<file path="config.mk">
export PLATFORM = sky130hd
export DESIGN_NAME = magic_sync_packet_deframer_unit
export DESIGN_NICKNAME = d
export VERILOG_FILES = /design/src/mspd_pkg.sv /design/src/mspd_front.sv /design/src/mspd_queue.sv /design/src/magic_sync_packet_deframer_unit.sv
export SDC_FILE = /design/constraint.sdc
export NUM_CORES = 1
export LEC_CHECK = 0
export BUFFER_PORTS_ARGS = -buffer_cell sky130_fd_sc_hd__buf_2
export CORE_UTILIZATION = 47
export CTS_CLUSTER_DIAMETER = 80
export DETAILED_ROUTE_END_ITERATION = 10
export SLEW_MARGIN = 20
export SYNTH_ARGS = -nofsm -noshare
export SYNTH_HDL_FRONTEND = slang
export SYNTH_SLANG_ARGS = --single-unit
</file>
<file path="constraint.sdc">
create_clock -name clk -period 17.65 [get_ports clk]
set_input_delay 1.765 -clock clk [delete_from_list [all_inputs] [get_ports clk]]
set_output_delay 1.765 -clock clk [all_outputs]
set_load 0.05 [all_outputs]
</file>
<file path="src/mspd_pkg.sv">
`default_nettype none

package mspd_pkg;

  localparam int HEADER_BYTES = 18;
  localparam int MAGIC_BYTES  = 4;
  localparam int HDR_IDX_W    = $clog2(HEADER_BYTES);

  // Offsets inside the header.
  localparam int OFS_VERSION = 4;
  localparam int OFS_TYPE    = 5;
  localparam int OFS_WIDTH   = 6;
  localparam int OFS_HEIGHT  = 8;
  localparam int OFS_SEQ     = 10;
  localparam int OFS_SIZE    = 14;

  localparam logic [7:0] MAGIC_0 = 8'h54;  // 'T'
  localparam logic [7:0] MAGIC_1 = 8'h4C;  // 'L'
  localparam logic [7:0] MAGIC_2 = 8'h49;  // 'I'
  localparam logic [7:0] MAGIC_3 = 8'h4D;  // 'M'

  // Configuration register indexes.
  localparam logic REG_EXPECTED_VERSION = 1'b0;
  localparam logic REG_PAYLOAD_LIMIT    = 1'b1;

  localparam logic [7:0]  VERSION_RESET = 8'd1;
  localparam logic [31:0] LIMIT_RESET   = 32'd2097152;

  localparam logic KIND_HEADER  = 1'b0;
  localparam logic KIND_PAYLOAD = 1'b1;

  localparam int QUEUE_DEPTH = 4;
  localparam int QPTR_W      = $clog2(QUEUE_DEPTH);

  typedef struct packed {
    logic        item_kind;
    logic [7:0]  image_type;
    logic [15:0] frame_width;
    logic [15:0] frame_height;
    logic [31:0] sequence_number;
    logic [31:0] payload_length;
    logic [7:0]  data_byte;
    logic        last;
  } result_t;

  function automatic logic [7:0] magic_byte(input logic [1:0] idx);
    logic [7:0] b;
    case (idx)
      2'd0: b = MAGIC_0;
      2'd1: b = MAGIC_1;
      2'd2: b = MAGIC_2;
      2'd3: b = MAGIC_3;
      default: b = MAGIC_0;
    endcase
    return b;
  endfunction

endpackage

`default_nettype wire

</file>
<file path="src/mspd_front.sv">
`default_nettype none

module mspd_front
  import mspd_pkg::*;
(
  input  wire logic        clk,
  input  wire logic        rst_n,
  input  wire logic        in_valid,
  input  wire logic [7:0]  in_byte,
  input  wire logic [7:0]  expected_version,
  input  wire logic [31:0] payload_limit,
  output logic             busy,
  output logic             res_valid,
  output result_t          res
);

  localparam logic [1:0] PH_HUNT    = 2'd0;
  localparam logic [1:0] PH_HEADER  = 2'd1;
  localparam logic [1:0] PH_PAYLOAD = 2'd2;

  localparam logic [HDR_IDX_W-1:0] LAST_HDR_IDX = HDR_IDX_W'(HEADER_BYTES - 1);
  localparam logic [HDR_IDX_W-1:0] REPLAY_START = HDR_IDX_W'(OFS_VERSION);
  localparam logic [HDR_IDX_W-1:0] MAGIC_CNT    = HDR_IDX_W'(MAGIC_BYTES);

  logic [1:0]           phase_r, phase_nxt;
  logic [HDR_IDX_W-1:0] hdr_cnt_r, hdr_cnt_nxt;
  logic [1:0]           match_r, match_nxt;
  logic [31:0]          remain_r, remain_nxt;
  logic                 replay_r, replay_nxt;
  logic [HDR_IDX_W-1:0] replay_idx_r, replay_idx_nxt;
  logic [7:0]           hdr_r [HEADER_BYTES];

  logic        step;
  logic [7:0]  cur_byte;
  logic        st_we;
  logic        magic_load;
  logic [31:0] size;
  logic        reject;

  assign step     = replay_r | in_valid;
  assign cur_byte = replay_r ? hdr_r[replay_idx_r] : in_byte;
  assign busy     = replay_r;
  // Last size byte comes straight from the current beat.
  assign size     = {cur_byte, hdr_r[OFS_SIZE+2], hdr_r[OFS_SIZE+1], hdr_r[OFS_SIZE]};
  assign reject   = (hdr_r[OFS_VERSION] != expected_version) || (size > payload_limit);

  always_comb begin
    phase_nxt      = phase_r;
    hdr_cnt_nxt    = hdr_cnt_r;
    match_nxt      = match_r;
    remain_nxt     = remain_r;
    replay_nxt     = replay_r;
    replay_idx_nxt = replay_idx_r;
    st_we          = 1'b0;
    magic_load     = 1'b0;
    res_valid      = 1'b0;
    res            = '0;

    if (replay_r) begin
      if (replay_idx_r == LAST_HDR_IDX) begin
        replay_nxt     = 1'b0;
        replay_idx_nxt = '0;
      end else begin
        replay_idx_nxt = replay_idx_r + 1'b1;
      end
    end

    if (step) begin
      case (phase_r)
        PH_PAYLOAD: begin
          res_valid      = 1'b1;
          res.item_kind  = KIND_PAYLOAD;
          res.data_byte  = cur_byte;
          remain_nxt     = remain_r - 1'b1;
          if (remain_r <= 32'd1) begin
            remain_nxt  = '0;
            res.last    = 1'b1;
            phase_nxt   = PH_HUNT;
            match_nxt   = '0;
            hdr_cnt_nxt = '0;
          end
        end
        PH_HEADER: begin
          st_we       = 1'b1;
          hdr_cnt_nxt = hdr_cnt_r + 1'b1;
          if (hdr_cnt_r == LAST_HDR_IDX) begin
            hdr_cnt_nxt = '0;
            match_nxt   = '0;
            if (reject) begin
              // Rescan held bytes from byte 4 on; bytes 1 to 3 cannot start a match, so skip them.
              phase_nxt      = PH_HUNT;
              replay_nxt     = 1'b1;
              replay_idx_nxt = REPLAY_START;
            end else begin
              res_valid           = 1'b1;
              res.item_kind       = KIND_HEADER;
              res.image_type      = hdr_r[OFS_TYPE];
              res.frame_width     = {hdr_r[OFS_WIDTH+1], hdr_r[OFS_WIDTH]};
              res.frame_height    = {hdr_r[OFS_HEIGHT+1], hdr_r[OFS_HEIGHT]};
              res.sequence_number = {hdr_r[OFS_SEQ+3], hdr_r[OFS_SEQ+2],
                                     hdr_r[OFS_SEQ+1], hdr_r[OFS_SEQ]};
              res.payload_length  = size;
              if (size == '0) begin
                res.last  = 1'b1;
                phase_nxt = PH_HUNT;
              end else begin
                remain_nxt = size;
                phase_nxt  = PH_PAYLOAD;
              end
            end
          end
        end
        default: begin
          phase_nxt = PH_HUNT;
          if (cur_byte == magic_byte(match_r)) begin
            if (match_r == 2'd3) begin
              magic_load  = 1'b1;
              hdr_cnt_nxt = MAGIC_CNT;
              match_nxt   = '0;
              phase_nxt   = PH_HEADER;
            end else begin
              match_nxt = match_r + 1'b1;
            end
          end else begin
            match_nxt = (cur_byte == MAGIC_0) ? 2'd1 : 2'd0;
          end
        end
      endcase
    end
  end

  always_ff @(posedge clk) begin
    if (!rst_n) begin
      phase_r      <= PH_HUNT;
      hdr_cnt_r    <= '0;
      match_r      <= '0;
      remain_r     <= '0;
      replay_r     <= 1'b0;
      replay_idx_r <= '0;
    end else begin
      phase_r      <= phase_nxt;
      hdr_cnt_r    <= hdr_cnt_nxt;
      match_r      <= match_nxt;
      remain_r     <= remain_nxt;
      replay_r     <= replay_nxt;
      replay_idx_r <= replay_idx_nxt;
    end
  end

  // Writes always land below the replay read index, so rescanning in place is safe.
  always_ff @(posedge clk) begin
    if (st_we) begin
      hdr_r[hdr_cnt_r] <= cur_byte;
    end
    if (magic_load) begin
      for (int i = 0; i < MAGIC_BYTES; i++) begin
        hdr_r[i] <= magic_byte(2'(i));
      end
    end
  end

endmodule

`default_nettype wire

</file>
<file path="src/mspd_queue.sv">
`default_nettype none

module mspd_queue
  import mspd_pkg::*;
(
  input  wire logic    clk,
  input  wire logic    rst_n,
  input  wire logic    wr_en,
  input  wire result_t wr_data,
  input  wire logic    rd_en,
  output logic         q_full,
  output logic         q_empty,
  output result_t      rd_data
);

  result_t             mem_r [QUEUE_DEPTH];
  logic [QPTR_W-1:0]   wptr_r, rptr_r;
  logic [QPTR_W:0]     cnt_r, cnt_nxt;
  logic                do_wr, do_rd;

  assign q_full  = (cnt_r == (QPTR_W+1)'(QUEUE_DEPTH));
  assign q_empty = (cnt_r == '0);
  assign do_wr   = wr_en & ~q_full;
  assign do_rd   = rd_en & ~q_empty;
  assign rd_data = mem_r[rptr_r];

  always_comb begin
    cnt_nxt = cnt_r;
    if (do_wr && !do_rd) begin
      cnt_nxt = cnt_r + 1'b1;
    end else if (do_rd && !do_wr) begin
      cnt_nxt = cnt_r - 1'b1;
    end
  end

  always_ff @(posedge clk) begin
    if (!rst_n) begin
      wptr_r <= '0;
      rptr_r <= '0;
      cnt_r  <= '0;
    end else begin
      cnt_r <= cnt_nxt;
      if (do_wr) begin
        wptr_r <= wptr_r + 1'b1;
      end
      if (do_rd) begin
        rptr_r <= rptr_r + 1'b1;
      end
    end
  end

  always_ff @(posedge clk) begin
    if (do_wr) begin
      mem_r[wptr_r] <= wr_data;
    end
  end

endmodule

`default_nettype wire

</file>
<file path="src/magic_sync_packet_deframer_unit.sv">
`default_nettype none

// Magic-sync packet deframer. Bytes pushed on in_rx_byte are scanned for the
// magic "TLIM"; the following bytes complete an 18-byte header (magic, version,
// type, width16, height16, sequence32, size32, all little-endian). A header whose
// version differs from expected_version (cfg index 0) or whose size exceeds
// payload_limit (cfg index 1) is dropped and its bytes after the magic are
// rescanned for a new magic. An accepted header yields one header beat
// (item_kind 0), then each payload byte yields one payload beat (item_kind 1)
// with last high on the final byte; a zero-size header beat carries last itself.
// Rate: one byte per cycle while full is low. A rejected header holds full
// high while the parser rescans its stored header bytes, one per cycle; full
// also rises when the 4-entry result queue fills. A result enters the queue
// the cycle after the byte that caused it. Configuration takes effect at the
// next header check and should be written while the block is idle.

module magic_sync_packet_deframer_unit
  import mspd_pkg::*;
(
  input  wire logic        clk,
  input  wire logic        rst_n,
  // input channel
  input  wire logic        push,
  output logic             full,
  input  wire logic [7:0]  in_rx_byte,
  // result channel
  output logic             empty,
  input  wire logic        pop,
  output logic             out_item_kind,
  output logic [7:0]       out_image_type,
  output logic [15:0]      out_frame_width,
  output logic [15:0]      out_frame_height,
  output logic [31:0]      out_sequence_number,
  output logic [31:0]      out_payload_length,
  output logic [7:0]       out_data_byte,
  output logic             out_last,
  // configuration
  input  wire logic        cfg_wr_en,
  input  wire logic        cfg_index,
  input  wire logic [31:0] cfg_data
);

  logic [7:0]  version_r;
  logic [31:0] limit_r;

  logic    front_busy;
  logic    res_valid;
  result_t res;
  logic    q_full;
  result_t head;

  // Hold input while rescanning or when the queue has no room for a result.
  assign full = front_busy | q_full;

  always_ff @(posedge clk) begin
    if (!rst_n) begin
      version_r <= VERSION_RESET;
      limit_r   <= LIMIT_RESET;
    end else if (cfg_wr_en) begin
      case (cfg_index)
        REG_EXPECTED_VERSION: version_r <= cfg_data[7:0];
        REG_PAYLOAD_LIMIT:    limit_r   <= cfg_data;
        default:              limit_r   <= limit_r;
      endcase
    end
  end

  mspd_front u_front (
    .clk              (clk),
    .rst_n            (rst_n),
    .in_valid         (push & ~full),
    .in_byte          (in_rx_byte),
    .expected_version (version_r),
    .payload_limit    (limit_r),
    .busy             (front_busy),
    .res_valid        (res_valid),
    .res              (res)
  );

  mspd_queue u_queue (
    .clk     (clk),
    .rst_n   (rst_n),
    .wr_en   (res_valid),
    .wr_data (res),
    .rd_en   (pop),
    .q_full  (q_full),
    .q_empty (empty),
    .rd_data (head)
  );

  assign out_item_kind       = head.item_kind;
  assign out_image_type      = head.image_type;
  assign out_frame_width     = head.frame_width;
  assign out_frame_height    = head.frame_height;
  assign out_sequence_number = head.sequence_number;
  assign out_payload_length  = head.payload_length;
  assign out_data_byte       = head.data_byte;
  assign out_last            = head.last;

endmodule

`default_nettype wire

</file>
==> results of run 1 <==
cell usage after synthesis (all sizes together) (9+ instances only):
master / instances / area share
a21oi: 93 / 0.014
a22oi: 29 / 0.0066
and2: 133 / 0.025
buf: 50 / 0.0094
clkbuf: 69 / 0.0077
dfxtp: 128 / 0.076
edfxtp: 680 / 0.61
ha: 51 / 0.019
inv: 63 / 0.0070
mux2i: 78 / 0.024
mux4: 146 / 0.098
nand2: 209 / 0.023
nand3: 22 / 0.0033
nand4: 14 / 0.0026
nor2: 97 / 0.011
nor2b: 12 / 0.0022
nor3: 31 / 0.0046
nor4: 22 / 0.0041
o21ai: 44 / 0.0066
o221ai: 10 / 0.0026
o311a: 11 / 0.0033
o31ai: 9 / 0.0022
o32ai: 20 / 0.0052
xnor2: 18 / 0.0047
xor2: 9 / 0.0023
path summary, 6_finish.rpt:
path	startpoint	endpoint	slack, ns
min reg2reg	limit_r[16]	limit_r[16]	0.46
max reg2reg	u_front.replay_idx_r[0]	u_queue.mem_r[3][89]	9.83
max	u_front.replay_idx_r[0]	u_queue.mem_r[3][89]	9.83
min	limit_r[16]	limit_r[16]	0.46
cell type report:
cell class	instances	area share
multi-input combinational	1172	0.258
timing repair buffer	192	0.0273
sequential	808	0.604
clock buffer	102	0.0587
clock inverter	56	0.0147
tap	940	0.0309
inverter	65	0.00641
flip-flops by register name, summed over array words and instances, names as in the netlist, named ones only:
name and flops:
u_front.hdr_r 256, u_front.busy 1, u_front.match_r 2, u_front.remain_r 32, u_queue.wptr_r 2, u_queue.rptr_r 2
version_r 8, u_queue.cnt_r 3, u_front.hdr_cnt_r 5, u_queue.mem_r 456, u_front.phase_r 2, u_front.replay_idx_r 5
limit_r 32
routing by layer:
metal,global-route usage,vias up
li1,-,8677
met1,0.340,10093
met2,0.380,765
met3,0.0350,146
met4,0.0764,6
met5,0,-
critical path, stage by stage, from the launching register on:
cell	delay, ns
dfxtp_4	0.93
buf_4	0.63
mux2i_1	0.25
a22oi_1	0.11
a21oi_1	0.19
nor4_1	0.08
mux2i_1	0.90
inv_1	0.85
ha_1	0.57
nand4_1	0.13
o31ai_1	0.08
nor3_1	0.13
o21ai_0	0.12
nor3_1	0.39
o211ai_1	0.16
a21oi_1	0.61
and2_4	0.46
buf_4	0.66
stage by stage:
stage	hold slack (ns)	cell area, sq um	util	total power, W
6_report	0.455	38000	0.540	0.00402
5_1_grt	0.473	38000	0.540	0.00413
4_1_cts	0.455	38000	0.540	0.00405
3_5_place_dp	0.447	35300	0.501	0.00227
3_3_place_gp	0.443	35300	0.501	0.00227
2_1_floorplan	0.429	33600	-	0.00222
power by group through the flow:
stage                     Combinational, W  Sequential, W  Clock [W]
after floorplan                   0.000122        0.00210          0
after detailed placement          0.000158        0.00211          0
after global routing              0.000169        0.00207    0.00189
after global placement            0.000156        0.00211          0
final                             0.000156        0.00207    0.00179
after CTS                         0.000159        0.00207    0.00181
kinds of logic after synthesis:
group,Yosys count
AO/OA/AOI/OAI,276
multiplexers,231
AND/OR/NAND/NOR,586
XOR/XNOR,27
flip-flops,808
adder cells (fa/ha/maj),52
buffers and inverters,184
==> results.md, run 1 <==
* Status: completed
* Async SR Flop Fraction at 0
* Worst setup EP type: register
* Post-synth EDFFs at 680
* Most used DFF post-synth: edfxtp_1
* Clock Sinks at 808
* Remaining Overflow, GRT at 0
* CTS max path bufs at 3
* Setup bufs post-CTS at 0
* Most common cell after layout, fill and taps aside: edfxtp_1
* Post-CTS sizing at 0
* Ys Warns at 0
* Final Cycle Share at 0.443
* HPWL after DPL at 56.4 mm
* Seq pwr share at 0.516
* Crit Path Max Fanout at 53
* Initial core utilization at 0.477
* Max Cap Violations at 0
* Die Ht at 269 um
* Post-synthesis adder-cell area fraction at 0.0196
* Most frequent cells in the layout: edfxtp_1, nand2_1, buf_2
* Hold Path Cell Cnt at 2
* Max Slew Vio Count at 0
* Fin crit period at slightly below 8 ns
* Setup TNS at 0 ns
* Clock root cell: clkbuf_16
* Drt via density at 5.90
* Complex-gate fraction of the synthesized area at 0.0543
* Largest family of logic cells by synthesized area: multiplexers
* Clock Skew at 0.0319 ns
* GP Congestion at 0.962
* Number of buffers created by CTS at 85
* Setup ws final at 9.83 ns
* Core area at 70,400 sq um
* Initial antenna violation count at 2
* IO Port Bufs at about 160
* RSZ-0062 raised after global routing: no
* Place WS at around 9.9 ns
* Worst R2R Path Depth at 17
* Yosys reg bits at 808
* Initial DRC Count at about 1,700
* Total GRT Usage at 0.239
* Syn Inst Count at 2,164
* P per Cell Area at 106 nW/um^2
* Syn Area/Cell at 15.5 sq um
* First-pass GRT wire length at 129 mm
* Drt first pass iters at 6
* Share of cells above drive strength 1 at 0.208
* Maximum VDD drop at 0.0000731 V
* Clock Pin Slew Worst Setup and Hold Paths at about 0.06 ns
* N_diodes at 0
* Dpl cells at 3,177
* Die W at about 270 um
* WL met1 at 37.8 mm
* Layout area overhead at 13.3%
* Worst Path Required at 17.91 ns
* Clock Latency Late Sink at approximately 0.66 ns
* IO Count at 162
* Antenna viol nets, final at 0
* Fillers at 5,782
* Sw power at 0.000872 W
* Worst slew margin at 0.219
* Storage cell area at about 23,000 sq um
* Worst-Margin Slew at 1.14 ns
* Final WL at 86.8 mm
* CP startpoint kind: register
* Vias at 19,687
* Worst Path Arrival at 8.08 ns
* Final setup viols at 0
* Area of the multi-input gates at just under 10,000 sq um
* FP Rows at 97
* Hold crit path type: reg -> reg
* H-tree Lvls at 3
* Die area at slightly above 70,000 sq um
* Sw Share at 0.217
* Mux share of post-synthesis cell area at 0.124
* Syn_nets at 2,262
* Hold Buf Count CTS at 0
* Wire per inst at 26.0 um
* Xor/xnor share of the synthesized area at 0.00704
* Lkg Pwr at 11.1 nW
* Post-Syn Area at 33,600 sq um
* Clock power frac at 0.445
* Internal power at 0.00314 W
* Metal3 WL at ~5.6 mm
* Vias in the first global route at 19,722
* Unique masters post-synth at 77
* DR top layer: met5
* Pin count of the biggest net entering global routing at 71
* CTS tree: done
* Seq/Total Area, Yosys at 0.684
* Final layout net count at 2,422
* Comb power frac at 0.039
* Final Hold Fails at 0
* FMAX at 128 MHz
* Critical path class: reg -> reg
* Simple logic cell fraction of the synthesized area at 0.0859
* Finished Layout Cells at 3,335
* WL met2 at 41.1 mm
* Drt drc at 0
No activity file was read; power rests on OpenSTA's default activity.
==> inputs of run 2 (changes only) <==
- clock period: 17.65 -> 7.2 ns (I/O delays scaled with it)
==> run 2 against run 1 <==
Net effect:
- worst setup slack lost 8.9 ns
- global-route usage is essentially flat
- critical path type unchanged
- cell count grew 0.51%
- critical path depth grew 1
- clock power grew 140%
- critical endpoint is now u_queue.mem_r[2][111]
- clock skew shrank 0.0051 ns
- sequential share of layout area shrank 0.28 points
- highest routed layer unchanged
- first-iteration DRC count grew 15%
- flip-flop and latch count is the same
==> results.md, run 2 (synthesized netlist as in run 1, its figures left out) <==
* Status: completed
* Layout area overhead at 13.8%
* Worst slew margin at 0.287
* Maximum VDD drop at 0.000188 V
* Die area at between 70,000 and 80,000 sq um
* Worst flop-to-flop path startpoint: u_front.replay_idx_r[2]
* Worst-Margin Slew at 1.07 ns
* First-pass GRT wire length at 129 mm
* Post-CTS sizing at 0
* Final layout net count at 2,437
* FMAX at between 150 and 200 MHz
* Worst Path Arrival at 6.53 ns
* Terminus of the critical flop-to-flop path: u_queue.mem_r[2][111]
* RSZ-0062 raised after global routing: no
* FP Rows at 97
* CP startpoint kind: register
* Critical path class: reg -> reg
* Initial antenna violation count at 1
* CTS max path bufs at 3
* Hold_ws at 0.344 ns
* Setup bufs post-CTS at 0
* Final setup viols at 0
* Worst R2R Path Depth at 18
* Worst Path Required at about 7.5 ns
* Pin count of the biggest net entering global routing at 100
* Setup TNS at 0 ns
* Number of buffers created by CTS at 85
* Core area at around 70,000 sq um
* Final Cycle Share at 0.865
* CTS tree: done
* Hold Crit Start: cfg_data[0]
* Initial DRC Count at 1,990
* Vias in the first global route at ~20,000
* Clock Skew at 0.0268 ns
* Clock root cell: clkbuf_16
* IO Count at 162
* Remaining Overflow, GRT at 0
* Fin util at 0.543
* Most frequent cells in the layout: edfxtp_1, nand2_1, buf_2
* Max Cap Violations at 0
* Fin crit period at 6.22 ns
* Largest regs: u_queue.mem_r (456), u_front.hdr_r (256)
* P per Cell Area at roughly 260 nW/um^2
* Hold Path End: version_r[0]
* Top reg by flops: u_queue.mem_r
* Reg2reg setup slack at 0.98 ns
* Final WL at 86.8 mm
* Lkg Pwr at 11.2 nW
* Wire per inst at 25.9 um
* H-tree Lvls at 3
* IO Port Bufs at about 160
* Clock Latency Late Sink at 0.64 ns
* Share of cells above drive strength 1 at 0.210
* Antenna viol nets, final at 0
* Total GRT Usage at 0.238
* Final Hold Fails at 0
* Fillers at 5,774
* Clock Sinks at 808
* Hold Buf Count CTS at 0
* Most common cell after layout, fill and taps aside: edfxtp_1
* Clock Pin Slew Worst Setup and Hold Paths at 0.06 ns
* Finished Layout Cells at 3,352
* Hold Path Cell Cnt at 3
* Dpl cells at 3,192
* Hold crit path type: in -> reg
* Die Ht at roughly 270 um
* Drt via density at 5.89
* Max reg flops at roughly 460
* Initial core utilization at 0.477
* Vias at approximately 20,000
* Max Slew Vio Count at 0
* Drt drc at 0
* Drt first pass iters at 5
* Overall power at 0.00978 W
* Crit Path Max Fanout at 38
* HPWL after DPL at 56.1 mm
* Worst setup EP type: register
* GP Congestion at 0.916
* Die W at 269 um
[run 2: cell count changes in the layout (fill, tap and decap cells not counted), sizes merged]
cell	delta
diode	+1
clkbuf	+18
buf	+15
bufinv	-4
clkinvlp	-2
clkinv	-6
inv	-5
[run 2: worst max-delay path: stages (launching register included)]
cell,delay (ns)
dfxtp_2,0.77
buf_4,0.39
nor2b_1,0.52
a22oi_1,0.18
a21oi_1,0.28
nor4_1,0.10
mux2i_1,0.15
buf_4,0.29
inv_1,0.10
ha_1,0.30
nand4_1,0.13
o31ai_1,0.09
nor3_1,0.15
o21ai_0,0.11
nor3_1,0.41
o211ai_1,0.16
a21oi_1,0.58
and2_4,0.76
buf_4,0.38
[run 2: stage by stage]
stage,worst slack (ns),cell area (sq um)
floorplan,1.19,33600
global placement,1.14,35500
detailed placement,1.09,35500
CTS,1.05,38200
global route,0.691,38200
finish,0.975,38200
[run 2: routing by layer]
layer / GRT usage / wire, um / vias up
met1: 0.340 / 37400 / 10067
met3: 0.0395 / 6090 / 172
met4: 0.0757 / 2630 / 2
met2: 0.376 / 40700 / 795
met5: 0 / 13 / -
li1: - / - / 8703
[run 2: worst max path at each step]
stage	start	end	slack, ns	cells after the start
after floorplan	u_front.replay_idx_r[0]	u_queue.mem_r[0][0]	1.19	19
after global placement	u_front.replay_idx_r[0]	u_queue.mem_r[2][37]	1.14	17
after detailed placement	u_front.replay_idx_r[0]	u_queue.mem_r[2][37]	1.09	17
after CTS	u_front.replay_idx_r[2]	u_queue.mem_r[2][111]	1.05	18
after global routing	u_front.replay_idx_r[2]	u_queue.mem_r[2][109]	0.69	18
final	u_front.replay_idx_r[2]	u_queue.mem_r[2][111]	0.98	18
[run 2: layout make-up]
class / instances / area, sq um / area share
well taps: 940 / 1180 / 0.0308
flip-flops and latches: 808 / 23000 / 0.602
multi-input cells: 1172 / 9800 / 0.256
diodes: 1 / 2.50 / 0.0000655
clock inverters: 39 / 328 / 0.00858
inverters: 65 / 244 / 0.00638
repair buffers: 207 / 1250 / 0.0327
clock buffers: 120 / 2430 / 0.0635
[run 2: report_power, final]
group	internal, W	total [W]	switching [W]
sequential	0.00504	0.00507	0.0000315
clock	0.00251	0.00430	0.00179
combinational	0.000147	0.000409	0.000263
